<file path="config.mk">
export PLATFORM = sky130hd
export DESIGN_NAME = quadrature_velocity_stepper
export DESIGN_NICKNAME = d
export VERILOG_FILES = /design/src/qvs_pkg.sv /design/src/qvs_div.sv /design/src/qvs_axis.sv /design/src/quadrature_velocity_stepper.sv
export SDC_FILE = /design/constraint.sdc
export NUM_CORES = 1
export LEC_CHECK = 0
export ABC_AREA = 1
export BUFFER_PORTS_ARGS = -buffer_cell sky130_fd_sc_hd__buf_2
export CAP_MARGIN = 20
export CELL_PAD_IN_SITES_DETAIL_PLACEMENT = 2
export CELL_PAD_IN_SITES_GLOBAL_PLACEMENT = 2
export CORE_MARGIN = 4
export CORE_UTILIZATION = 25
export DETAILED_ROUTE_END_ITERATION = 6
export HOLD_SLACK_MARGIN = 0.12
export PLACE_DENSITY = 0.57
export SKIP_CTS_REPAIR_TIMING = 1
export SLEW_MARGIN = 40
export SYNTH_ARGS = -nofsm -noshare
export SYNTH_HDL_FRONTEND = slang
export SYNTH_SLANG_ARGS = --single-unit
</file>
<file path="constraint.sdc">
create_clock -name clock -period 8.9 [get_ports clock]
set_clock_uncertainty 0.1 [all_clocks]
set_input_delay 0.445 -clock clock [delete_from_list [all_inputs] [get_ports clock]]
set_output_delay 0.445 -clock clock [all_outputs]
set_load 0.05 [all_outputs]
</file>
<file path="src/qvs_pkg.sv">
// Package for the quadrature velocity stepper: request/response payloads,
// per-motor control and status structs, command/outcome codes, register indexes.
// No dependencies.
package qvs_pkg;

   // Request kinds
   localparam logic CMD_SET  = 1'b0;
   localparam logic CMD_TICK = 1'b1;

   // Outcome codes reported with every response
   localparam logic [2:0] OUT_QUEUED    = 3'd0;
   localparam logic [2:0] OUT_RANGE     = 3'd1;
   localparam logic [2:0] OUT_REDUNDANT = 3'd2;
   localparam logic [2:0] OUT_FAULTED   = 3'd3;
   localparam logic [2:0] OUT_BUSY      = 3'd4;
   localparam logic [2:0] OUT_TICK      = 3'd5;

   // Control register indexes
   localparam int CSR_ADDR_W = 2;
   localparam int CSR_DATA_W = 16;
   localparam logic [CSR_ADDR_W-1:0] CSR_MAX_VELOCITY = 2'd0;
   localparam logic [CSR_ADDR_W-1:0] CSR_VELOCITY_RES = 2'd1;
   localparam logic [CSR_ADDR_W-1:0] CSR_AUTO_CLEAR   = 2'd2;
   localparam logic [CSR_ADDR_W-1:0] CSR_EDGE_DELAY   = 2'd3;

   // Register reset values
   localparam logic [14:0] MAX_VELOCITY_RST = 15'd4000;
   localparam logic [14:0] VELOCITY_RES_RST = 15'd1;
   localparam logic        AUTO_CLEAR_RST   = 1'b1;
   localparam logic [15:0] EDGE_DELAY_RST   = 16'd1;

   // Divider operand widths: dividend is 2*|v| + res, divisor is 2*res
   localparam int DIVIDEND_W = 17;
   localparam int DIVISOR_W  = 16;

   typedef struct packed {
      logic               cmd;
      logic               motor_sel;
      logic signed [15:0] target_rpm;
      logic               motor_fault;
   } qvs_req_type;

   typedef struct packed {
      logic       top_in_a;
      logic       top_in_b;
      logic       bottom_in_a;
      logic       bottom_in_b;
      logic [2:0] outcome;
      logic       clear_request;
      logic       top_busy;
      logic       bottom_busy;
   } qvs_rsp_type;

   // Per-motor strobes from the sequencer
   typedef struct packed {
      logic tick;
      logic clear;
      logic load;
   } qvs_axis_ctl_type;

   // Values written into a motor when a command is queued
   typedef struct packed {
      logic [15:0]        pulses;
      logic               step_up;
      logic signed [15:0] commanded;
   } qvs_axis_load_type;

   // Per-motor status seen by the sequencer and the response
   typedef struct packed {
      logic signed [15:0] commanded;
      logic               busy;
      logic [1:0]         pins;
   } qvs_axis_stat_type;

endpackage

</file>
<file path="src/qvs_div.sv">
// Shared restoring divider, one quotient bit per cycle.
// Depends on qvs_pkg for operand widths.
module qvs_div (
   input  logic                              clock,
   input  logic                              reset,
   input  logic                              start,
   input  logic [qvs_pkg::DIVIDEND_W-1:0]    dividend,
   input  logic [qvs_pkg::DIVISOR_W-1:0]     divisor,
   output logic                              done,
   output logic [qvs_pkg::DIVIDEND_W-1:0]    quotient
);

   localparam int NW    = qvs_pkg::DIVIDEND_W;
   localparam int DW    = qvs_pkg::DIVISOR_W;
   localparam int CNT_W = $clog2(NW + 1);

   logic             busy_ff, busy_in;
   logic [CNT_W-1:0] count_ff, count_in;
   logic [DW-1:0]    rem_ff, rem_in;
   logic [NW-1:0]    quo_ff, quo_in;
   logic [DW-1:0]    divisor_ff, divisor_in;
   logic [DW:0]      trial;

   // One shift-subtract step per cycle; start overrides any run, finished or not
   always_comb begin
      busy_in    = busy_ff;
      count_in   = count_ff;
      rem_in     = rem_ff;
      quo_in     = quo_ff;
      divisor_in = divisor_ff;
      trial      = {rem_ff, quo_ff[NW-1]};
      if (start) begin
         busy_in    = 1'b1;
         count_in   = CNT_W'(NW);
         rem_in     = '0;
         quo_in     = dividend;
         divisor_in = divisor;
      end else if (busy_ff) begin
         if (count_ff == '0) begin
            busy_in = 1'b0;
         end else begin
            count_in = count_ff - 1'b1;
            if (trial >= {1'b0, divisor_ff}) begin
               rem_in = DW'(trial - {1'b0, divisor_ff});
               quo_in = {quo_ff[NW-2:0], 1'b1};
            end else begin
               rem_in = trial[DW-1:0];
               quo_in = {quo_ff[NW-2:0], 1'b0};
            end
         end
      end
   end

   always_ff @(posedge clock) begin
      if (reset) begin
         busy_ff  <= 1'b0;
         count_ff <= '0;
      end else begin
         busy_ff  <= busy_in;
         count_ff <= count_in;
      end
      rem_ff     <= rem_in;
      quo_ff     <= quo_in;
      divisor_ff <= divisor_in;
   end

   assign done     = busy_ff && (count_ff == '0);
   assign quotient = quo_ff;

endmodule

</file>
<file path="src/qvs_axis.sv">
// Quadrature edge generator for one motor: commanded velocity, pulse queue,
// edge phase, delay counter and pin levels. Depends on qvs_pkg.
module qvs_axis (
   input  logic                       clock,
   input  logic                       reset,
   input  qvs_pkg::qvs_axis_ctl_type  ctl,
   input  qvs_pkg::qvs_axis_load_type load_data,
   input  logic [15:0]                edge_delay,
   output qvs_pkg::qvs_axis_stat_type status
);

   logic signed [15:0] commanded_ff, commanded_in;
   logic [15:0]        pulses_ff, pulses_in;
   logic [1:0]         phase_ff, phase_in;
   logic               step_up_ff, step_up_in;
   logic [15:0]        delay_ff, delay_in;
   logic [1:0]         pins_ff, pins_in;
   logic [15:0]        delay_eff;
   logic [15:0]        delay_next;
   logic [1:0]         lead;
   logic [1:0]         other;

   always_comb begin
      commanded_in = commanded_ff;
      pulses_in    = pulses_ff;
      phase_in     = phase_ff;
      step_up_in   = step_up_ff;
      delay_in     = delay_ff;
      pins_in      = pins_ff;
      delay_eff    = (edge_delay == '0) ? 16'd1 : edge_delay;
      delay_next   = delay_ff + 16'd1;
      // Rising direction leads with A, falling with B
      lead         = step_up_ff ? 2'b01 : 2'b10;
      other        = ~lead;
      if (ctl.load) begin
         // Queue a new pulse train
         commanded_in = load_data.commanded;
         pulses_in    = load_data.pulses;
         step_up_in   = load_data.step_up;
         phase_in     = '0;
         delay_in     = '0;
      end else if (ctl.clear) begin
         // Fault drops the commanded velocity
         commanded_in = '0;
      end else if (ctl.tick && (pulses_ff != '0)) begin
         // Advance the delay; fire an edge when it expires
         if (delay_next < delay_eff) begin
            delay_in = delay_next;
         end else begin
            delay_in = '0;
            case (phase_ff)
               2'd0:    pins_in = pins_ff | lead;
               2'd1:    pins_in = pins_ff | other;
               2'd2:    pins_in = pins_ff & ~lead;
               default: pins_in = pins_ff & ~other;
            endcase
            phase_in = phase_ff + 2'd1;
            if (phase_ff == 2'd3) begin
               pulses_in = pulses_ff - 16'd1;
            end
         end
      end
   end

   always_ff @(posedge clock) begin
      if (reset) begin
         commanded_ff <= '0;
         pulses_ff    <= '0;
         phase_ff     <= '0;
         step_up_ff   <= 1'b0;
         delay_ff     <= '0;
         pins_ff      <= '0;
      end else begin
         commanded_ff <= commanded_in;
         pulses_ff    <= pulses_in;
         phase_ff     <= phase_in;
         step_up_ff   <= step_up_in;
         delay_ff     <= delay_in;
         pins_ff      <= pins_in;
      end
   end

   assign status.commanded = commanded_ff;
   assign status.busy      = (pulses_ff != '0);
   assign status.pins      = pins_ff;

endmodule

</file>
<file path="src/quadrature_velocity_stepper.sv">
// Quadrature velocity stepper top level: request checks, sequencer around the
// shared divider, per-motor edge generators, response register.
// Depends on qvs_pkg, qvs_div and qvs_axis.
// Tick and rejected set requests go through ST_REPORT into the response
// register; a queued set request first runs ST_DIV_A, ST_DIV_B and ST_LOAD.
// Throughput: one request at a time; the single shared divider runs twice
// per queued request. Reset is synchronous and active high: it clears all
// motor state, pins low, registers to their defaults, response slot empty.
module quadrature_velocity_stepper #(
   parameter int NUM_MOTORS = 2
) (
   input  logic                                clock,
   input  logic                                reset,
   input  logic                                req_valid,
   output logic                                req_stall,
   input  qvs_pkg::qvs_req_type                req_data,
   output logic                                rsp_valid,
   input  logic                                rsp_stall,
   output qvs_pkg::qvs_rsp_type                rsp_data,
   input  logic                                csr_we,
   input  logic [qvs_pkg::CSR_ADDR_W-1:0]      csr_addr,
   input  logic [qvs_pkg::CSR_DATA_W-1:0]      csr_wdata
);

   localparam int NW = qvs_pkg::DIVIDEND_W;
   localparam int DW = qvs_pkg::DIVISOR_W;

   typedef enum logic [2:0] {
      ST_IDLE,
      ST_DIV_A,
      ST_DIV_B,
      ST_LOAD,
      ST_REPORT
   } state_type;

   // Control registers
   logic [14:0] max_vel_ff;
   logic [14:0] res_ff;
   logic        auto_clear_ff;
   logic [15:0] edge_delay_ff;

   // Sequencer state and held request
   state_type          state_ff, state_in;
   logic               sel_ff, sel_in;
   logic signed [15:0] adj_ff, adj_in;
   logic [NW-1:0]      qa_ff, qa_in;
   logic [NW-1:0]      qb_ff, qb_in;
   logic               neg_b_ff, neg_b_in;
   logic [2:0]         outcome_ff, outcome_in;
   logic               clr_ff, clr_in;
   logic               rsp_valid_ff, rsp_valid_in;
   qvs_pkg::qvs_rsp_type rsp_data_ff, rsp_data_in;

   // Motor array
   qvs_pkg::qvs_axis_ctl_type  axis_ctl  [NUM_MOTORS];
   qvs_pkg::qvs_axis_stat_type axis_stat [NUM_MOTORS];
   qvs_pkg::qvs_axis_load_type load_data;

   // Divider
   logic          div_start;
   logic [NW-1:0] div_dividend;
   logic [DW-1:0] div_divisor;
   logic          div_done;
   logic [NW-1:0] div_quotient;

   // Combinational helpers
   logic                       req_acc;
   logic                       mux_sel;
   logic [NUM_MOTORS-1:0]      hit;
   logic                       motor_ok;
   qvs_pkg::qvs_axis_stat_type cur;
   logic signed [15:0]         target;
   logic signed [15:0]         adj_req;
   logic [2:0]                 check;
   logic [14:0]                res_eff;
   logic [15:0]                cmd_mag;
   logic signed [NW:0]         qa_s;
   logic signed [NW:0]         qb_s;
   logic signed [NW:0]         diff_s;
   logic [NW:0]                diff_abs;

   assign req_acc   = req_valid && !req_stall;
   assign req_stall = (state_ff != ST_IDLE) || (rsp_valid_ff && rsp_stall);
   assign rsp_valid = rsp_valid_ff;
   assign rsp_data  = rsp_data_ff;

   // Write control registers
   always_ff @(posedge clock) begin
      if (reset) begin
         max_vel_ff    <= qvs_pkg::MAX_VELOCITY_RST;
         res_ff        <= qvs_pkg::VELOCITY_RES_RST;
         auto_clear_ff <= qvs_pkg::AUTO_CLEAR_RST;
         edge_delay_ff <= qvs_pkg::EDGE_DELAY_RST;
      end else if (csr_we) begin
         case (csr_addr)
            qvs_pkg::CSR_MAX_VELOCITY: max_vel_ff    <= csr_wdata[14:0];
            qvs_pkg::CSR_VELOCITY_RES: res_ff        <= csr_wdata[14:0];
            qvs_pkg::CSR_AUTO_CLEAR:   auto_clear_ff <= csr_wdata[0];
            qvs_pkg::CSR_EDGE_DELAY:   edge_delay_ff <= csr_wdata;
            default: ;
         endcase
      end
   end

   // Select the addressed motor and check a set request
   always_comb begin
      mux_sel = (state_ff == ST_IDLE) ? req_data.motor_sel : sel_ff;
      for (int i = 0; i < NUM_MOTORS; i++) begin
         hit[i] = (i == 32'(mux_sel));
      end
      motor_ok = |hit;
      cur      = '0;
      for (int i = 0; i < NUM_MOTORS; i++) begin
         if (hit[i]) begin
            cur = axis_stat[i];
         end
      end
      target  = req_data.target_rpm;
      adj_req = req_data.motor_sel ? -target : target;
      if (!motor_ok) begin
         check = qvs_pkg::OUT_RANGE;
      end else if (cur.busy) begin
         check = qvs_pkg::OUT_BUSY;
      end else if (target[15] || (target[14:0] > max_vel_ff)) begin
         check = qvs_pkg::OUT_RANGE;
      end else if (adj_req == cur.commanded) begin
         check = qvs_pkg::OUT_REDUNDANT;
      end else if (req_data.motor_fault) begin
         check = qvs_pkg::OUT_FAULTED;
      end else begin
         check = qvs_pkg::OUT_QUEUED;
      end
   end

   // Build the two rounded-division operands and the pulse count
   always_comb begin
      res_eff     = (res_ff == '0) ? 15'd1 : res_ff;
      div_divisor = {res_eff, 1'b0};
      // Commanded magnitude stays below 2^15: it only ever holds +/- a target
      cmd_mag     = cur.commanded[15] ? 16'(-cur.commanded) : cur.commanded;
      div_start   = 1'b0;
      div_dividend = {1'b0, target[14:0], 1'b0} + NW'(res_eff);
      if ((state_ff == ST_IDLE) && req_acc && (req_data.cmd == qvs_pkg::CMD_SET) &&
          (check == qvs_pkg::OUT_QUEUED)) begin
         div_start = 1'b1;
      end else if ((state_ff == ST_DIV_A) && div_done) begin
         div_start    = 1'b1;
         div_dividend = {1'b0, cmd_mag[14:0], 1'b0} + NW'(res_eff);
      end
      qa_s     = sel_ff ? -$signed({1'b0, qa_ff}) : $signed({1'b0, qa_ff});
      qb_s     = neg_b_ff ? -$signed({1'b0, qb_ff}) : $signed({1'b0, qb_ff});
      diff_s   = qa_s - qb_s;
      diff_abs = diff_s[NW] ? (NW + 1)'(-diff_s) : diff_s;
      load_data.pulses    = diff_abs[15:0];
      load_data.step_up   = (adj_ff > cur.commanded);
      load_data.commanded = adj_ff;
   end

   // Per-motor strobes
   always_comb begin
      for (int i = 0; i < NUM_MOTORS; i++) begin
         axis_ctl[i].tick  = (state_ff == ST_IDLE) && req_acc &&
                             (req_data.cmd == qvs_pkg::CMD_TICK);
         axis_ctl[i].clear = (state_ff == ST_IDLE) && req_acc &&
                             (req_data.cmd == qvs_pkg::CMD_SET) &&
                             (check == qvs_pkg::OUT_FAULTED) && hit[i];
         axis_ctl[i].load  = (state_ff == ST_LOAD) && hit[i];
      end
   end

   // Sequencer next state and response
   always_comb begin
      state_in     = state_ff;
      sel_in       = sel_ff;
      adj_in       = adj_ff;
      qa_in        = qa_ff;
      qb_in        = qb_ff;
      neg_b_in     = neg_b_ff;
      outcome_in   = outcome_ff;
      clr_in       = clr_ff;
      rsp_valid_in = rsp_valid_ff && rsp_stall;
      rsp_data_in  = rsp_data_ff;
      case (state_ff)
         ST_IDLE: begin
            if (req_acc) begin
               sel_in   = req_data.motor_sel;
               adj_in   = adj_req;
               clr_in   = 1'b0;
               state_in = ST_REPORT;
               if (req_data.cmd == qvs_pkg::CMD_TICK) begin
                  outcome_in = qvs_pkg::OUT_TICK;
               end else begin
                  outcome_in = check;
                  if (check == qvs_pkg::OUT_FAULTED) begin
                     clr_in = auto_clear_ff;
                  end else if (check == qvs_pkg::OUT_QUEUED) begin
                     state_in = ST_DIV_A;
                  end
               end
            end
         end
         ST_DIV_A: begin
            if (div_done) begin
               qa_in    = div_quotient;
               neg_b_in = cur.commanded[15];
               state_in = ST_DIV_B;
            end
         end
         ST_DIV_B: begin
            if (div_done) begin
               qb_in    = div_quotient;
               state_in = ST_LOAD;
            end
         end
         ST_LOAD: begin
            state_in = ST_REPORT;
         end
         ST_REPORT: begin
            // Motor state is settled; capture the response
            rsp_valid_in              = 1'b1;
            rsp_data_in               = '0;
            rsp_data_in.outcome       = outcome_ff;
            rsp_data_in.clear_request = clr_ff;
            for (int i = 0; i < NUM_MOTORS; i++) begin
               if (i == 0) begin
                  rsp_data_in.top_in_a = axis_stat[i].pins[0];
                  rsp_data_in.top_in_b = axis_stat[i].pins[1];
                  rsp_data_in.top_busy = axis_stat[i].busy;
               end else if (i == 1) begin
                  rsp_data_in.bottom_in_a = axis_stat[i].pins[0];
                  rsp_data_in.bottom_in_b = axis_stat[i].pins[1];
                  rsp_data_in.bottom_busy = axis_stat[i].busy;
               end
            end
            state_in = ST_IDLE;
         end
         default: begin
            state_in = ST_IDLE;
         end
      endcase
   end

   always_ff @(posedge clock) begin
      if (reset) begin
         state_ff     <= ST_IDLE;
         rsp_valid_ff <= 1'b0;
      end else begin
         state_ff     <= state_in;
         rsp_valid_ff <= rsp_valid_in;
      end
      sel_ff      <= sel_in;
      adj_ff      <= adj_in;
      qa_ff       <= qa_in;
      qb_ff       <= qb_in;
      neg_b_ff    <= neg_b_in;
      outcome_ff  <= outcome_in;
      clr_ff      <= clr_in;
      rsp_data_ff <= rsp_data_in;
   end

   qvs_div u_div (
      .clock    (clock),
      .reset    (reset),
      .start    (div_start),
      .dividend (div_dividend),
      .divisor  (div_divisor),
      .done     (div_done),
      .quotient (div_quotient)
   );

   for (genvar g = 0; g < NUM_MOTORS; g++) begin : g_axis
      qvs_axis u_axis (
         .clock      (clock),
         .reset      (reset),
         .ctl        (axis_ctl[g]),
         .load_data  (load_data),
         .edge_delay (edge_delay_ff),
         .status     (axis_stat[g])
      );
   end

   // A response is only built into an empty slot
   a_report_slot_free: assert property (@(posedge clock) disable iff (reset)
      (state_ff == ST_REPORT) |-> !rsp_valid_ff)
      else $error("response built while slot occupied");

   // The divider finishes only while the sequencer waits for it
   a_div_done_waited: assert property (@(posedge clock) disable iff (reset)
      div_done |-> ((state_ff == ST_DIV_A) || (state_ff == ST_DIV_B)))
      else $error("divider result with no waiting step");

   // A pulse train is loaded only into an idle motor
   a_load_idle_motor: assert property (@(posedge clock) disable iff (reset)
      (state_ff == ST_LOAD) |-> (motor_ok && !cur.busy))
      else $error("pulse train loaded into busy or absent motor");

   // A queued request leaves the idle state for the divider
   a_queued_divides: assert property (@(posedge clock) disable iff (reset)
      ((state_ff == ST_IDLE) && req_acc && (req_data.cmd == qvs_pkg::CMD_SET) &&
       (check == qvs_pkg::OUT_QUEUED)) |=> (state_ff == ST_DIV_A))
      else $error("queued request did not start the divider");

endmodule
</file>
Word level (Yosys, flattened, before mapping)
Cells that the tools add are included.
{"block": "op_classes", "n_mux": 56, "n_eq_ne": 23, "reduce_logical": 58, "add_sub_neg": 16, "order_cmp": 5, "bitwise_logic": 22}
{"cell": "$mux W16", "count": 20}
{"cell": "$mux W17", "count": 5}
{"cell": "$mux W18", "count": 2}
{"cell": "$neg A17 Y18", "count": 2}
{"cell": "$add A16 B15 Y17", "count": 2}
{"cell": "$add A16 B1 Y16 const B", "count": 2}
{"cell": "$lt A16 B16 Y1", "count": 2}
{"cell": "$neg A16 Y16", "count": 2}
{"cell": "$reduce_bool A16 Y1", "count": 2}
{"cell": "$sub A16 B1 Y16 const B", "count": 2}
{"cell": "$mux W15", "count": 2}
{"cell": "$reduce_and A2 Y1", "count": 11}
{"cell": "$mux W3", "count": 7}
{"cell": "$mux W19", "count": 1}
{"cell": "$sub A18 B18 Y18", "count": 1}
{"cell": "$ge A17 B16 Y1", "count": 1}
{"cell": "$eq A16 B16 Y1", "count": 1}
{"cell": "$gt A16 B16 Y1", "count": 1}
{"cell": "$logic_not A16 Y1", "count": 1}
{"cell": "$ne A2 B2 Y1 const B", "count": 8}
{"cell": "$reduce_and A4 Y1", "count": 4}
{"cell": "$sub A16 B16 Y16", "count": 1}
{"cell": "$gt A15 B15 Y1", "count": 1}
{"cell": "$logic_and A1 B1 Y1", "count": 15}
{"cell": "other kinds (27)", "count": 84}
{"block": "word_totals", "wordCells": 219, "in_bits": 42, "reg_bits": 277, "output_inout_bits": 12}

Logic depth before layout (Yosys ltp)
{"block": "logic_depth", "ltp_word": 13, "mapped_depth": 28, "mapped_depth_nobuf": 28}

Cells and area by module
A second synthesis with hierarchy kept.
{"block": "hier_totals", "cells_unflattened": 2842, "hier_area_um2": 19799.0}
{"module": "quadrature_velocity_stepper", "n_inst": 1, "area_each_um2": 9907.0, "seq_area_each_um2": 3002.9, "cells_each": 1412}
{"module": "qvs_axis", "n_inst": 2, "area_each_um2": 3269.4, "seq_area_each_um2": 1061.0, "cells_each": 488}
{"module": "qvs_div", "n_inst": 1, "area_each_um2": 3353.2, "seq_area_each_um2": 1431.4, "cells_each": 454}

Worst setup path before layout
Ideal clock, no wire load.
{"block": "synth_path", "path_kind": "input port to flip-flop", "startpoint": "input port req_data[17] in the netlist's numbering", "endpoint": "register u_div.quo_ff[14], in the netlist u_div.quotient[14] (data pin)", "path_buffers": 2, "path_slack_ns": 5.208, "cell_stages": 26, "setup_ns": 0.252, "required_ns": 8.548, "arrival_ns": 3.340, "path_cell_list": "buf_4 > inv_1 > o21ai_4 > buf_4 > nand2_1 > nand2_1 > inv_1 > nor2_1 > nand2_1 > nor2_2 > nand2_1 > o21ai_0 > xor2_1 > inv_1 > ha_1 > nand2_1 > nor2_1 > nand4_1 > o21ai_0 > nand2_1 > nand2_1 > nand2_1 > nand3_1 > nand2_1 > nand2_1 > nand2_1"}
{"block": "synth_between", "elab_chain_len": 10, "word_cells_on_any_way": 16, "cone_classes": "add/sub (2); eq/ne (1); mux (11); reduce/logical (2)"}
{"item": "start: declaration", "line": "quadrature_velocity_stepper.sv:16", "source": "input qvs_pkg::qvs_req_type req_data,"}
{"item": "branches (longest 9 deep; another with $add A16 B15 Y17)"}
{"item": "$mux W17 *", "line": "qvs_div.sv:32", "source": "if (start) begin"}
{"item": "via u_div.quo_in[14]", "line": "qvs_div.sv:20", "source": "logic [NW-1:0] quo_ff, quo_in;"}
{"item": "end signal: assignment", "line": "qvs_div.sv:63", "source": "quo_ff <= quo_in;"}
{"item": "end: declaration", "line": "qvs_div.sv:20"}
Mark *: on every way through the listed nets, which the timed path passes.
A chain may end at the register's enable or synchronous reset.

Worst setup path after layout
{"block": "layout_path", "startpoint": "register sel_ff", "endpoint": "register u_div.quo_ff[14], in the netlist u_div.quotient[14] (data pin)"}
{"block": "layout_between", "elab_chain_len": 10, "word_cells_on_any_way": 15, "cone_classes": "add/sub (2); eq/ne (1); mux (10); reduce/logical (2)"}
{"item": "start: declaration", "line": "quadrature_velocity_stepper.sv:44", "source": "logic sel_ff, sel_in;"}
{"item": "start signal: assignment", "line": "quadrature_velocity_stepper.sv:251", "source": "sel_ff <= sel_in;"}
{"item": "$mux W1 *", "line": "quadrature_velocity_stepper.sv:107", "source": "mux_sel = (state_ff == ST_IDLE) ? req_data.motor_sel : sel_ff;"}
{"item": "$mux W19 *", "line": "quadrature_velocity_stepper.sv:114", "source": "if (hit[i]) begin"}
{"item": "branches (longest 7 deep; another with $add A16 B15 Y17)"}
{"item": "$mux W17 *", "line": "qvs_div.sv:32"}
{"item": "via u_div.quo_in[14]", "line": "qvs_div.sv:20"}
Marked as above.

==> metrics.md <==
| Metric | Value |
|---|---|
| Post-route setup TNS | 0 ns |
| Crit Path Max Fanout | 43 |
| Critical path type | flip-flop to flip-flop |
| #FFs+latches synth | 277 |
| DRC | 0 |
| Sw Pwr | 0.00209 W |
| Global-route usage over all layers | 18.6% |
| Detail Placement HPWL | 59.9 mm |
| Die Area | 81400 sq um |
| Status | finished, final reports clean |
| Total core area | 76100 sq um |
| Switching share of total power | 42.2% |
| Total power draw | 0.00495 W |
| Hold WC Path Type | primary input to flip-flop |
| Primary FF master, synth | dfxtp_1 |
| Fraction of layout cells with a size suffix above 1 | 6.05% |
| Layer carrying the most global-route usage | met2 |
| Comb pwr share | 39.6% |
| Met2 Use GR | 31.9% |
| Most frequent cell after synthesis | nand2_1 |
| Post-layout util | 28.7% |
| Initial drt markers | 728 |
| CTS root buffer | clkbuf_16 |
| Asr flop ratio synth | 0% |
| Cell Area, Synth | 19200 sq um |
| FF-to-FF Start | sel_ff |
| Final instance area | 21800 sq um |
| Total power divided by cell area | 227 nW/um^2 |
| Grt ovf | 0 |
| Synthesized Nets | 2967 |
| Synth area leader | dfxtp_1 |
| Detail Route Antenna Nets | 0 |
| Synthesized instance count | 2785 |
| Req. time, crit path | 9.10 ns |
| Synth warn | 0 |
| Hold depth | 3 |
| Port buffer count | 53 |
| Routability congestion estimate | 0.809 |
| Sequential power share | 29.8% |
| DR vias | 18500 |
| EDFF count, synth | 98 |
| Largest net degree at the start of global routing | 91 |
| List of most frequent post-synthesis cells | 748 x nand2_1, 363 x inv_1, 277 x nor2_1 |
| Chip width | 285 um |
| Fmax | 207 MHz |
| TritonCTS clock tree | done |
| Fin crit share | 54.2% |
| Top-area cell type share of the netlist area | 18.6% |
| Placed cells | 3796 |
| Initial Util | 25.3% |
| Cell variety after synth | 55 |
| VDD IR-drop max | 0.127 mV |
| First-pass iteration count of the detailed router | 4 |
| RR Endpoint | u_div.quotient[14] |
| Vias per inst | 4.78 |
| Cell Int Power | 0.00286 W |
| Die Ht | 285 um |
| Final min period | 4.82 ns |
| Final Setup Violations | 0 |
| Final hold vios | 0 |
| Max Cap Viol | 0 |
| Rel. slew slack | 46.9% |
| CP endpoint kind | flip-flop |
| Grt met1 use | 25.0% |
| Num CTS Buffers | 38 |
| Worst Setup SP | sel_ff |
| Number of antenna violations at the first check in global routing | 1 |
| Clock Latency Late Sink | 0.57 ns |
| Final non-filler cell total | 3872 |
| Syn_area_per_cell | 6.90 sq um |
| Clk pwr share | 30.6% |
| Layout area overhead | 13.4% |
| RSZ-0062 raised after global routing | no |
| Met3 usage | 1.76% |
| Startpoint types | flip-flop |
| CTS Sinks | 277 |
| FP Rows | 101 |
| Vias in the first global route | 20100 |
| Dpl cell area | 20500 sq um |
| Crit path DAT | 5.03 ns |
| WL/cell | 19.7 um |
| Drt total wl | 76.4 mm |
| H-tree levels | 2 |
| First-pass GRT wire length | 119 mm |
| Diodes inserted | 0 |
| Slew Limit Fails | 0 |
| Hold Crit Endpoint | edge_delay_ff[15] |
| Nets | 2994 |
| Pleak | 10.2 nW |
| Worst Min Path Start | csr_wdata[15] |
| CTS max path bufs | 3 |
| Dominant cells by area after synthesis | dfxtp_1 19%, edfxtp_1 15%, nand2_1 15% |
| Worst-Margin Slew | 0.797 ns |
| Reg2reg path depth | 23 |
| Worst-path clk slew | 0.06 ns |
| R2R Setup Slk | 4.08 ns |
| Seq/Total Area, Yosys | 33.9% |
| Boundary Pins | 54 |
power groups by stage:
| stage | Sequential [W] | Clock (W) | Combinational [W] |
|---|---|---|---|
| after detailed placement | 0.00150 | 0 | 0.00199 |
| after global routing | 0.00149 | 0.00163 | 0.00223 |
| after CTS | 0.00148 | 0.00158 | 0.00200 |
| after floorplan | 0.00151 | 0 | 0.00135 |
| after global placement | 0.00150 | 0 | 0.00193 |
| final | 0.00148 | 0.00151 | 0.00196 |
critical path: stages (launching register included):
cell and delay [ns]:
edfxtp_1 0.64, nand2_1 0.17, o21ai_4 0.08, buf_4 0.45, o21ai_0 0.38, nor2_1 0.18
nand2_1 0.08, nor2_2 0.17, nand2_1 0.09, o21ai_0 0.20, xor2_1 0.22, inv_1 0.07
ha_1 0.36, nand2_1 0.11, nor2_1 0.17, nand4_1 0.10, o21ai_0 0.39, nand2_1 0.14
nand2_1 0.10, nand2_1 0.07, nand3_1 0.07, nand2_1 0.06, nand2_1 0.06, nand2_1 0.07
logic make-up after synthesis:
| kind of cell | synth area share (%) |
|---|---|
| buf+inv | 9.29 |
| fa+ha+maj | 9.27 |
| mux | 0.0521 |
| flops | 33.9 |
| simple gates | 30.2 |
| xor+xnor | 5.51 |
| compound gates | 11.8 |
through the flow:
stage,setup slack [ns],hold slack (ns)
finish,4.08,0.107
global route,3.38,0.121
CTS,3.89,-0.0251
detailed placement,3.80,0.319
global placement,4.05,0.315
floorplan,5.21,0.300
layout make-up:
type,count,area [sq um]
fill,9091,54300
multi-input combinational,2050,11000
sequential,277,6530
inverter,374,1410
tap,1030,1290
clock buffer,56,1120
timing repair buffer,71,419
clock inverter,14,91.3
cells in the final DEF (no fill, tap or decap), drive strengths merged, types with 3 or more instances in the layout:
| cell type | Yosys | final |
|---|---|---|
| nand2 | 752 | 752 |
| inv | 369 | 368 |
| nor2 | 281 | 281 |
| nand3 | 207 | 207 |
| a21oi | 185 | 185 |
| dfxtp | 179 | 179 |
| o21ai | 168 | 168 |
| ha | 136 | 136 |
| edfxtp | 98 | 98 |
| xor2 | 92 | 92 |
| buf | 17 | 65 |
| clkbuf | 67 | 56 |
| nand4 | 43 | 43 |
| nor3 | 40 | 40 |
| xnor2 | 29 | 29 |
| nand3b | 23 | 23 |
| clkinv | 5 | 20 |
| o211ai | 16 | 16 |
| or2 | 12 | 12 |
| nor4 | 11 | 11 |
| a21o | 8 | 8 |
| a31oi | 7 | 7 |
| a211oi | 7 | 7 |
| dlygate4sd3 | 0 | 6 |
| nor3b | 4 | 4 |
| o31ai | 4 | 4 |
| o21bai | 4 | 4 |
| fa | 4 | 4 |
| and2 | 3 | 3 |
| o21a | 3 | 3 |
layer usage:
layer / up-vias / routed length, um
met1: 9140 / 36600
li1: 9131 / -
met4: 0 / 2290
met5: - / 0
met3: 84 / 1420
met2: 154 / 36000
worst max path at each step:
stage                                          to  slack (ns)  cells after the start
global placement               u_div.quotient[10]        4.05                     22
finish                         u_div.quotient[14]        4.08                     23
CTS                 g_axis[1].u_axis.pulses_ff[7]        3.89                     22
global route        g_axis[0].u_axis.pulses_ff[5]        3.38                     20
detailed placement             u_div.quotient[14]        3.80                     24
floorplan                      u_div.quotient[14]        5.21                     26
sequential cells by signal (all words and copies together), names as in the netlist, 16 cells and up:
register and count:
edge_delay_ff 16, adj_ff 16, u_div.quotient 17, u_div.rem_ff 16
g_axis.u_axis.pulses_ff 32, g_axis.u_axis.commanded_ff 32, g_axis.u_axis.delay_ff 32, qb_ff 17
qa_ff 17
Note: power is estimated with default switching activity, not from simulation.
